**src/design/plsf_pkg.sv**
```systemverilog
`default_nettype none

package plsf_pkg;

    // event codes carried in the input tuser
    typedef enum logic [3:0] {
        OP_SUPERVISE = 4'd0,
        OP_LOCKOUT   = 4'd1,
        OP_RELEASE   = 4'd2,
        OP_OFFHOOK   = 4'd3,
        OP_ONHOOK    = 4'd4,
        OP_DIGITS    = 4'd5,
        OP_FLASH     = 4'd6,
        OP_ALERTING  = 4'd7,
        OP_BAD_IN    = 4'd8,
        OP_BAD_OUT   = 4'd9
    } op_t;

    // line state machine, one-hot
    typedef enum logic [4:0] {
        MODE_IDLE   = 5'b00001,
        MODE_ACTIVE = 5'b00010,
        MODE_ORIG   = 5'b00100,
        MODE_TERM   = 5'b01000,
        MODE_LOCK   = 5'b10000
    } mode_t;

    // line state codes as reported
    localparam logic [2:0] LINE_IDLE   = 3'd0;
    localparam logic [2:0] LINE_ACTIVE = 3'd1;
    localparam logic [2:0] LINE_ORIG   = 3'd2;
    localparam logic [2:0] LINE_TERM   = 3'd3;
    localparam logic [2:0] LINE_LOCK   = 3'd4;

    // upstream signal codes
    localparam logic [2:0] SIG_NONE     = 3'd0;
    localparam logic [2:0] SIG_OFFHOOK  = 3'd1;
    localparam logic [2:0] SIG_ALERTING = 3'd2;
    localparam logic [2:0] SIG_DIGITS   = 3'd3;
    localparam logic [2:0] SIG_FLASH    = 3'd4;
    localparam logic [2:0] SIG_ONHOOK   = 3'd5;

    // configuration register indexes
    localparam logic CFG_ALERT_TIMEOUT = 1'b0;
    localparam logic CFG_RESET_CAUSE   = 1'b1;

    localparam int unsigned CAUSE_W = 8;

    typedef struct packed {
        op_t                op;
        logic               has_ring;
        logic               ring_on;
        logic               has_scan;
        logic               scan_digits;
        logic               scan_flash;
        logic               has_cause;
        logic [CAUSE_W-1:0] cause_value;
        logic               rx_is_silent;
    } item_t;

    typedef struct packed {
        logic               alerting_timeout_wanted;
        logic [CAUSE_W-1:0] reset_cause_code;
    } cfg_t;

    typedef struct packed {
        logic [2:0]         line_state;
        logic               offhook_now;
        logic               ringing_now;
        logic               report_digits;
        logic               report_flash;
        logic [CAUSE_W-1:0] cause_now;
        logic [2:0]         sent_signal;
        logic               connect_silent;
        logic               invalid_incoming;
        logic               invalid_outgoing;
        logic               circuit_was_reset;
    } result_t;

    function automatic logic [2:0] mode_code(mode_t m);
        logic [2:0] c;
        unique case (m)
            MODE_IDLE:   c = LINE_IDLE;
            MODE_ACTIVE: c = LINE_ACTIVE;
            MODE_ORIG:   c = LINE_ORIG;
            MODE_TERM:   c = LINE_TERM;
            MODE_LOCK:   c = LINE_LOCK;
            default:     c = LINE_IDLE;
        endcase
        return c;
    endfunction

endpackage

`default_nettype wire

```
**src/design/plsf_in_stage.sv**
```systemverilog
`default_nettype none

module plsf_in_stage (
    input  wire               aclk,
    input  wire               aresetn,
    input  wire               s_valid,
    output logic              s_ready,
    input  plsf_pkg::item_t   s_item,
    input  wire               advance,
    output logic              item_valid,
    output plsf_pkg::item_t   item
);

    logic            valid_reg, valid_next;
    plsf_pkg::item_t item_reg;

    // takes a beat when empty or when the held one moves on this cycle
    assign s_ready    = !valid_reg || advance;
    assign valid_next = (s_valid && s_ready) || (valid_reg && !advance);

    always_ff @(posedge aclk) begin
        if (!aresetn) begin
            valid_reg <= 1'b0;
        end else begin
            valid_reg <= valid_next;
        end
    end

    always_ff @(posedge aclk) begin
        if (s_valid && s_ready) begin
            item_reg <= s_item;
        end
    end

    assign item_valid = valid_reg;
    assign item       = item_reg;

endmodule

`default_nettype wire

```
**src/design/plsf_engine.sv**
```systemverilog
`default_nettype none

module plsf_engine (
    input  wire                aclk,
    input  wire                aresetn,
    input  wire                fire,
    input  plsf_pkg::item_t    item,
    input  plsf_pkg::cfg_t     cfg,
    output plsf_pkg::result_t  result
);

    plsf_pkg::mode_t                 mode_reg, mode_next;
    logic                            offhook_reg, offhook_next;
    logic                            ringing_reg, ringing_next;
    logic                            digits_reg, digits_next;
    logic                            flash_reg, flash_next;
    logic [plsf_pkg::CAUSE_W-1:0]    cause_reg, cause_next;

    always_comb begin
        logic [2:0] sent;
        logic       silent;
        logic       bad_in;
        logic       bad_out;
        logic       was_reset;
        logic       dirty;

        mode_next    = mode_reg;
        offhook_next = offhook_reg;
        ringing_next = ringing_reg;
        digits_next  = digits_reg;
        flash_next   = flash_reg;
        cause_next   = cause_reg;
        sent         = plsf_pkg::SIG_NONE;
        silent       = 1'b0;
        bad_in       = 1'b0;
        bad_out      = 1'b0;
        was_reset    = 1'b0;

        // anything away from its reset value, or the path not yet silent
        dirty = !item.rx_is_silent || (mode_reg != plsf_pkg::MODE_IDLE) || offhook_reg ||
                ringing_reg || digits_reg || flash_reg || (cause_reg != '0);

        unique case (item.op)
            plsf_pkg::OP_SUPERVISE: begin
                if (mode_next == plsf_pkg::MODE_IDLE) begin
                    mode_next = plsf_pkg::MODE_TERM;
                end
                if (item.has_ring) begin
                    if (item.ring_on) begin
                        ringing_next = 1'b1;
                        if (mode_next == plsf_pkg::MODE_ACTIVE) begin
                            mode_next = plsf_pkg::MODE_TERM;
                        end
                        if (!offhook_reg) begin
                            if (!cfg.alerting_timeout_wanted) begin
                                sent = plsf_pkg::SIG_ALERTING;
                            end
                        end else begin
                            sent = plsf_pkg::SIG_OFFHOOK;
                        end
                    end else begin
                        ringing_next = 1'b0;
                    end
                end
                if (item.has_scan) begin
                    digits_next = item.scan_digits;
                    flash_next  = item.scan_flash;
                    if (mode_next == plsf_pkg::MODE_ACTIVE && item.scan_digits) begin
                        mode_next = plsf_pkg::MODE_ORIG;
                    end
                end
                if (item.has_cause) begin
                    cause_next = item.cause_value;
                end
            end
            plsf_pkg::OP_LOCKOUT: begin
                mode_next   = plsf_pkg::MODE_LOCK;
                digits_next = 1'b0;
                flash_next  = 1'b0;
                silent      = 1'b1;
            end
            plsf_pkg::OP_RELEASE: begin
                if (item.has_cause && item.cause_value == cfg.reset_cause_code) begin
                    // full circuit reset, only when something is set
                    if (dirty) begin
                        silent       = 1'b1;
                        mode_next    = plsf_pkg::MODE_IDLE;
                        offhook_next = 1'b0;
                        ringing_next = 1'b0;
                        digits_next  = 1'b0;
                        flash_next   = 1'b0;
                        cause_next   = '0;
                        was_reset    = 1'b1;
                    end
                end else begin
                    mode_next    = offhook_reg ? plsf_pkg::MODE_ACTIVE : plsf_pkg::MODE_IDLE;
                    silent       = 1'b1;
                    ringing_next = 1'b0;
                    digits_next  = 1'b0;
                    flash_next   = 1'b0;
                    cause_next   = '0;
                    if (offhook_reg) begin
                        sent = plsf_pkg::SIG_OFFHOOK;
                    end
                end
            end
            plsf_pkg::OP_OFFHOOK: begin
                offhook_next = 1'b1;
                if (mode_reg == plsf_pkg::MODE_IDLE) begin
                    mode_next = plsf_pkg::MODE_ACTIVE;
                end
                sent = plsf_pkg::SIG_OFFHOOK;
            end
            plsf_pkg::OP_ONHOOK: begin
                if (offhook_reg) begin
                    offhook_next = 1'b0;
                    digits_next  = 1'b0;
                    if (mode_reg == plsf_pkg::MODE_ACTIVE) begin
                        mode_next = plsf_pkg::MODE_IDLE;
                    end
                    sent = plsf_pkg::SIG_ONHOOK;
                end else begin
                    bad_out = 1'b1;
                end
            end
            plsf_pkg::OP_DIGITS: begin
                if (digits_reg) sent = plsf_pkg::SIG_DIGITS;
                else            bad_out = 1'b1;
            end
            plsf_pkg::OP_FLASH: begin
                if (flash_reg) sent = plsf_pkg::SIG_FLASH;
                else           bad_out = 1'b1;
            end
            plsf_pkg::OP_ALERTING: begin
                if (ringing_reg) sent = plsf_pkg::SIG_ALERTING;
                else             bad_out = 1'b1;
            end
            plsf_pkg::OP_BAD_OUT: begin
                bad_out = 1'b1;
            end
            default: begin
                // bad incoming and unused codes
                bad_in = 1'b1;
            end
        endcase

        result.line_state        = plsf_pkg::mode_code(mode_next);
        result.offhook_now       = offhook_next;
        result.ringing_now       = ringing_next;
        result.report_digits     = digits_next;
        result.report_flash      = flash_next;
        result.cause_now         = cause_next;
        result.sent_signal       = sent;
        result.connect_silent    = silent;
        result.invalid_incoming  = bad_in;
        result.invalid_outgoing  = bad_out;
        result.circuit_was_reset = was_reset;
    end

    always_ff @(posedge aclk) begin
        if (!aresetn) begin
            mode_reg    <= plsf_pkg::MODE_IDLE;
            offhook_reg <= 1'b0;
            ringing_reg <= 1'b0;
            digits_reg  <= 1'b0;
            flash_reg   <= 1'b0;
            cause_reg   <= '0;
        end else if (fire) begin
            mode_reg    <= mode_next;
            offhook_reg <= offhook_next;
            ringing_reg <= ringing_next;
            digits_reg  <= digits_next;
            flash_reg   <= flash_next;
            cause_reg   <= cause_next;
        end
    end

endmodule

`default_nettype wire

```
**src/design/phone_line_supervision_fsm.sv**
```systemverilog
`default_nettype none

// subscriber-line supervision machine: one event per input beat (op in s_tuser, its
// parameters in s_tdata) gives one result beat with the line state and flags after
// the event, the upstream signal, the silence switch and the invalid and reset marks.
// a new event is taken every cycle unless m_tready stalls; each event passes through
// the input register and then the result register. the line state lives in the engine
// and is updated in the same cycle that the result register loads, so back-to-back
// events always see the state left by the one before. a stalled m_tready holds the
// result and, once the input register is full, the input side. configuration goes
// through cfg_wr_en/cfg_addr/cfg_wdata into registers; write it only while no event
// is in flight

module phone_line_supervision_fsm (
    input  wire         aclk,
    input  wire         aresetn,
    // event beat
    input  wire         s_tvalid,
    output logic        s_tready,
    // [0] has_ring, [1] ring_on, [2] has_scan, [3] scan_digits, [4] scan_flash,
    // [5] has_cause, [13:6] cause_value, [14] rx_is_silent, [15] zero
    input  wire  [15:0] s_tdata,
    // [3:0] op
    input  wire  [3:0]  s_tuser,
    // result beat
    output logic        m_tvalid,
    input  wire         m_tready,
    // [2:0] line_state, [3] offhook_now, [4] ringing_now, [5] report_digits,
    // [6] report_flash, [14:7] cause_now, [17:15] sent_signal, [18] connect_silent,
    // [19] invalid_incoming, [20] invalid_outgoing, [21] circuit_was_reset, [23:22] zero
    output logic [23:0] m_tdata,
    // configuration writes
    input  wire         cfg_wr_en,
    input  wire         cfg_addr,
    input  wire  [7:0]  cfg_wdata
);

    plsf_pkg::item_t   s_item;
    plsf_pkg::item_t   item;
    plsf_pkg::result_t result;
    plsf_pkg::cfg_t    cfg_reg;

    logic        item_valid;
    logic        fire;
    logic        m_tvalid_reg, m_tvalid_next;
    logic [23:0] m_tdata_reg, m_tdata_next;

    // unpack the event beat
    assign s_item.op           = plsf_pkg::op_t'(s_tuser);
    assign s_item.has_ring     = s_tdata[0];
    assign s_item.ring_on      = s_tdata[1];
    assign s_item.has_scan     = s_tdata[2];
    assign s_item.scan_digits  = s_tdata[3];
    assign s_item.scan_flash   = s_tdata[4];
    assign s_item.has_cause    = s_tdata[5];
    assign s_item.cause_value  = s_tdata[13:6];
    assign s_item.rx_is_silent = s_tdata[14];

    // configuration registers
    always_ff @(posedge aclk) begin
        if (!aresetn) begin
            cfg_reg.alerting_timeout_wanted <= 1'b0;
            cfg_reg.reset_cause_code        <= 8'd1;
        end else if (cfg_wr_en) begin
            unique case (cfg_addr)
                plsf_pkg::CFG_ALERT_TIMEOUT: cfg_reg.alerting_timeout_wanted <= cfg_wdata[0];
                plsf_pkg::CFG_RESET_CAUSE:   cfg_reg.reset_cause_code        <= cfg_wdata;
                default: ;
            endcase
        end
    end

    // the held event is processed whenever the result register is free or draining
    assign fire = item_valid && (!m_tvalid_reg || m_tready);

    plsf_in_stage u_in_stage (
        .aclk       (aclk),
        .aresetn    (aresetn),
        .s_valid    (s_tvalid),
        .s_ready    (s_tready),
        .s_item     (s_item),
        .advance    (fire),
        .item_valid (item_valid),
        .item       (item)
    );

    plsf_engine u_engine (
        .aclk    (aclk),
        .aresetn (aresetn),
        .fire    (fire),
        .item    (item),
        .cfg     (cfg_reg),
        .result  (result)
    );

    // pack the result beat, highest field first
    assign m_tdata_next = {2'b00,
                           result.circuit_was_reset,
                           result.invalid_outgoing,
                           result.invalid_incoming,
                           result.connect_silent,
                           result.sent_signal,
                           result.cause_now,
                           result.report_flash,
                           result.report_digits,
                           result.ringing_now,
                           result.offhook_now,
                           result.line_state};

    assign m_tvalid_next = fire || (m_tvalid_reg && !m_tready);

    always_ff @(posedge aclk) begin
        if (!aresetn) begin
            m_tvalid_reg <= 1'b0;
        end else begin
            m_tvalid_reg <= m_tvalid_next;
        end
    end

    always_ff @(posedge aclk) begin
        if (fire) begin
            m_tdata_reg <= m_tdata_next;
        end
    end

    assign m_tvalid = m_tvalid_reg;
    assign m_tdata  = m_tdata_reg;

`ifndef NO_ASSERTIONS
    // a processed event always lands in the result register
    a_fire_lands: assert property (@(posedge aclk) disable iff (!aresetn)
        fire |=> m_tvalid)
        else $error("processed event did not reach the result register");

    // a lockout always reports the locked-out state with reporting off
    a_lockout: assert property (@(posedge aclk) disable iff (!aresetn)
        fire && item.op == plsf_pkg::OP_LOCKOUT |=>
            m_tdata[2:0] == plsf_pkg::LINE_LOCK && !m_tdata[5] && !m_tdata[6] && m_tdata[18])
        else $error("lockout result wrong");

    // a circuit reset leaves every state field at its reset value
    a_reset_clean: assert property (@(posedge aclk) disable iff (!aresetn)
        m_tvalid && m_tdata[21] |->
            m_tdata[2:0] == plsf_pkg::LINE_IDLE && m_tdata[6:3] == 4'b0000 &&
            m_tdata[14:7] == 8'd0 && m_tdata[18])
        else $error("circuit reset left state behind");

    // a held event is not lost while the result side stalls
    a_hold: assert property (@(posedge aclk) disable iff (!aresetn)
        item_valid && !fire |=> item_valid)
        else $error("held event dropped");
`endif

endmodule

`default_nettype wire
```
**config.mk**
```make
export PLATFORM = sky130hd
export DESIGN_NAME = phone_line_supervision_fsm
export DESIGN_NICKNAME = d
export VERILOG_FILES = /design/src/design/plsf_pkg.sv /design/src/design/plsf_in_stage.sv /design/src/design/plsf_engine.sv /design/src/design/phone_line_supervision_fsm.sv
export SDC_FILE = /design/constraint.sdc
export NUM_CORES = 1
export LEC_CHECK = 0
export ABC_CLOCK_PERIOD_IN_PS = 2650
export BUFFER_PORTS_ARGS = -buffer_cell sky130_fd_sc_hd__buf_2
export CORE_ASPECT_RATIO = 2
export CORE_MARGIN = 4
export CORE_UTILIZATION = 40
export CTS_CLUSTER_SIZE = 12
export DETAILED_ROUTE_END_ITERATION = 6
export REMOVE_ABC_BUFFERS = 1
export SETUP_SLACK_MARGIN = 0.5
export SYNTH_ARGS = -nofsm -noshare
export SYNTH_HDL_FRONTEND = slang
export SYNTH_HIERARCHICAL = 1
export SYNTH_SLANG_ARGS = --single-unit
```
**constraint.sdc**
```tcl
create_clock -name aclk -period 2.65 [get_ports aclk]
set_input_delay 0.53 -clock aclk [delete_from_list [all_inputs] [get_ports aclk]]
set_output_delay 0.53 -clock aclk [all_outputs]
set_load 0.02 [all_outputs]
```
## After elaboration in Yosys (flattened, before gate mapping)

Cells that the tools add are included.

- Bitwise gates (word level): 1
- Mux-type cells: 57
- Equal/unequal tests: 18
- Reductions and logical operators: 27

Operators by type and width:

| kind | number |
|---|---|
| two-way mux 5 bit | 13 |
| one-hot mux 5 bit (5 select lines) | 1 |
| two-way mux 8 bit | 3 |
| two-way mux 1 bit | 21 |
| one-hot mux 3 bit (7 select lines) | 1 |
| equality test 5 x 2 -> 1 bit (second input constant) | 4 |
| equality test 4 x 3 -> 1 bit (second input constant) | 4 |
| one-hot mux 8 bit (2 select lines) | 1 |
| two-way mux 3 bit | 5 |
| one-hot mux 3 bit (4 select lines) | 1 |
| logical OR 1 bit | 10 |
| two-way mux 2 bit | 5 |
| OR reduction 9 bit | 1 |
| equality test 4 x 2 -> 1 bit (second input constant) | 2 |
| equality test 8 bit | 1 |
| nonzero test 8 bit | 1 |
| logical AND 1 bit | 6 |
| one-hot mux 1 bit (3 select lines) | 2 |
| AND reduction 2 bit | 3 |
| equality test 5 x 1 -> 1 bit (second input constant) | 1 |
| equality test 5 x 3 -> 1 bit (second input constant) | 1 |
| equality test 5 x 4 -> 1 bit (second input constant) | 1 |
| equality test 5 bit (second input constant) | 1 |
| logical NOT 1 bit | 5 |
| 8 further kinds | 9 |

- Logic and storage cells: 124
- Output and inout bits: 26
- Bits in registers: 69
- Bits of input ports: 34

## Depth between registers and ports, before layout

- Depth in word-level cells: 15
- Mapped depth: 8
- Mapped depth without buffers: 6

## Hierarchy

Netlist, hierarchy kept.

By module, submodules not included:

| module | seq. area each (um^2) | cells each | times used | area an instance (um^2) |
|---|---|---|---|---|
| plsf_engine | 340.3 | 206 | 1 | 1655.3 |
| phone_line_supervision_fsm | 860.8 | 72 | 1 | 1129.8 |
| plsf_in_stage | 590.6 | 24 | 1 | 628.1 |

## Worst setup path after synthesis

Ideal clock, no wire load.

- Kind: input to register
- Start: input port m_tready
- End: register u_engine/cause_reg[5] (netlist name)
- Buffers on the path: 0
- Required time: 2582 ps
- Arrival: 2770 ps
- Stages on the path: 6
- Path slack: -188 ps
- Setup time: 68 ps
- Cells stage by stage: nor2b_1 > nor2b_1 > inv_1 > nor4_2 > nand2_1 > a21oi_2

- Longest elaborated chain between the ends: 2

RTL lines:

| what | RTL line | RTL |
|---|---|---|
| start, declared | phone_line_supervision_fsm.sv:27 | `input wire m_tready,` |
| logical OR 1 bit | phone_line_supervision_fsm.sv:74 | `assign fire = item_valid && (!m_tvalid_reg \|\| m_tready);` |
| logical AND 1 bit | phone_line_supervision_fsm.sv:74 |  |
| net fire | phone_line_supervision_fsm.sv:44 | `logic fire;` |
| end signal, assigned | plsf_engine.sv:174 | `cause_reg <= cause_next;` |
| end, declared | plsf_engine.sv:17 | `logic [plsf_pkg::CAUSE_W-1:0] cause_reg, cause_next;` |

The timed path passes the listed nets, and every way through them passes these cells.
A chain may end at the register's enable or synchronous reset.

==> impl_metrics.tcl <==
set metrics [dict create \
    drtIter0Drc 144 \
    hold_class "primary input to flip-flop" \
    synth-edff-count 41 \
    dieArea_um2 10200 \
    synth_cell_types 65 \
    start_util_pct 41.2 \
    tightest_slew_ns 0.574 \
    criticalPathCategory "flip-flop to flip-flop" \
    via_per_inst 5.44 \
    yosys.area.top_type "edfxtp_1" \
    met3_usage_pct 3.85 \
    drive_above_1_share_pct 34.7 \
    grt_pass1_wl_um 12600 \
    cp-start-kind "flip-flop" \
    path_cells "or2_4 -> nor2_4 -> and3_1 -> a31oi_1 -> and3_1 -> o31a_1" \
    dp.cells 448 \
    synth_ff_type "edfxtp_1" \
    placementRows 47 \
    period_minus_slack_ns 2.08 \
    cpPeakStageDelay_ns 0.39 \
    ys_warn_count 6 \
    port_buffers 56 \
    grt_usage_pct 16.2 \
    leakage_nw 1.53 \
    finalWirelength_um 7620 \
    fin_cells 464 \
    die_w_um 73.3 \
    synth_top_cell_area_share_pct 36.1 \
    drc 0 \
    p_per_area_nw_per_um2 669 \
    n_antenna_cell 0 \
    antenna_found_initial 0 \
    cts_max_level 3 \
    vdd_drop_max_mv 0.373 \
    cts_tree "done" \
    root_buffer "clkbuf_16" \
    largest_reg_flops 22 \
    clkSinkCount 69 \
    cts_buffer_depth 2 \
    status "finished clean" \
    fmax_mhz 480 \
    maxCapViolations 0 \
    clk_latency_ns 0.33 \
    nNetsFinal 395 \
    area_growth_pct 18.8 \
    die_h_um 139 \
    worst_hold_slack_ns 0.375 \
    grt_max_degree 24 \
    syn-cell-area_um2 3410 \
    crit_arrival_ns 2.16 \
    critPathRequiredTime_ns 2.73 \
    grt_remaining_overflow 0 \
    groute.layer.met1.usage_pct 16.2 \
    fin_worst_skew_ns 0.00775 \
    min_path_cells 1 \
    yosysSeqAreaShare_pct 52.5 \
    dr.pass1.iters 4 \
    rsz0062_at_grt "yes" \
    avgSynthCellArea_um2 11.3 \
    cp_slowest_cell "edfxtp_1" \
    post-route-period-util_pct 78.7 \
    ys_async_sr_fraction_pct 0 \
    coreArea_um2 8290 \
    yosysMostFrequentCell "edfxtp_1" \
    endpoint_kind "flip-flop" \
    crit_top_cell "and3_1" \
    drv_slew 0 \
    wire_per_inst_um 16.4 \
    hold_violations 0 \
    ios 60 \
    gr-max-usage-layer "met2" \
    path_clk_slew_ns 0.05 \
    grt_use_met2_pct 28.9 \
    netlist_instances 302 \
    synthTopCellsByArea "edfxtp_1 36%, dfxtp_1 16%, nand2_1 3.3%, o21ai_2 2.6%, a22o_1 2.3%" \
    setup_viol 0 \
    ant_nets 0 \
    worstRegToRegCells 6 \
    cts_made_buffers 9 \
    gp_congestion 0.945 \
    grt_pass1_vias 2603 \
    place_hpwl_um 5930 \
    synth_commonest_cells "41 x edfxtp_1, 30 x nand2_1, 28 x dfxtp_1, 15 x a21oi_1, 13 x nor2_1" \
    synth.ff_latch_count 69 \
    vias 2525 \
    critPathMaxFanout 11 \
    maxSlewHeadroom_pct 61.5 \
]
==> critical path, delay by kind of cell (launching register included) <==
family             cells  cell delay [ns]
AOI/OAI and AO/OA      2             0.39
DFF                    1             0.39
and+or+nand+nor        4             1.04
==> placed cells by master (no fill, tap or decap), types with 3 or more instances in the layout <==
cell and n:
a31oi_1 6, buf_4 12, nor3_4 3, a21oi_2 4, and2_4 3, a22o_1 9
inv_1 10, nand2_1 30, mux2i_1 5, o21ai_0 10, buf_2 56, a21oi_1 14
edfxtp_1 41, nor2_1 13, nor3_1 7, clkbuf_16 9, and2_1 3, nand3_1 7
xor2_1 7, clkbuf_1 4, o21ai_1 6, and3_1 3, o21ai_2 10, nand4_1 7
dfxtp_1 28, nor2b_1 7
==> routing by layer <==
metal / part of all wire [%] / routed length, µm
met3: 4.5 / 341
met5: 0 / 0
met1: 35 / 2670
met4: 4.6 / 349
met2: 56 / 4270
==> worst paths after layout <==
check                                start                             to  slack [ns]
min reg2reg        cfg_reg[2]$_SDFFE_PN0P_        cfg_reg[2]$_SDFFE_PN0P_        0.47
max          u_in_stage/item[18]$_DFFE_PP_           m_tdata[0]$_DFFE_PP_        0.57
min                             s_tdata[3]  u_in_stage/item[11]$_DFFE_PP_        0.38
max reg2reg  u_in_stage/item[18]$_DFFE_PP_           m_tdata[0]$_DFFE_PP_        0.57
==> logic make-up (layout without fill, tap and decap cells) <==
logic type / Yosys count / after routing / synth area share [%]
AO/OA/AOI/OAI: 79 / 79 / 17.6
flip-flops: 69 / 69 / 52.5
other: 1 / 2 / 0.110
AND/OR/NAND/NOR: 108 / 108 / 20.1
multiplexers: 5 / 5 / 1.47
XOR/XNOR: 9 / 9 / 2.31
buffers and inverters: 31 / 94 / 5.94
==> timing repair <==
action | 4_1_cts | 5_1_grt
resized for setup | 0 | 2
setup buffers | 0 | 0
hold buffers | 0 | 0
endpoints found under the setup margin | 0 | 2
==> area by class of cell <==
class                   count  area, µm²
repair buffers             68        370
fillers                   791       4240
well taps                  98        123
clock buffers              15        268
flip-flops and latches     69       1790
clock inverters             1       30.0
multi-input cells         203       1430
inverters                  10       37.5
==> per-stage QoR <==
step                      area, µm²  utilization (%)  setup WS [ns]  setup TNS, ns  total power, mW
after floorplan                3250                -         -0.901         -16.72             1.44
after detailed placement       3750             45.2          0.590              0             1.56
after global routing           4050             48.9          0.485              0             2.82
after global placement         3750             45.2          0.592              0             1.56
after CTS                      4050             48.8          0.579              0             2.75
final                          4050             48.9          0.566              0             2.71
==> report_power, final <==
part | total, mW | switching, mW | internal [mW]
clock | 1.17 | 0.392 | 0.780
combinational | 0.307 | 0.191 | 0.116
sequential | 1.23 | 0.0337 | 1.20
Note: power is estimated with default switching activity, not from simulation.
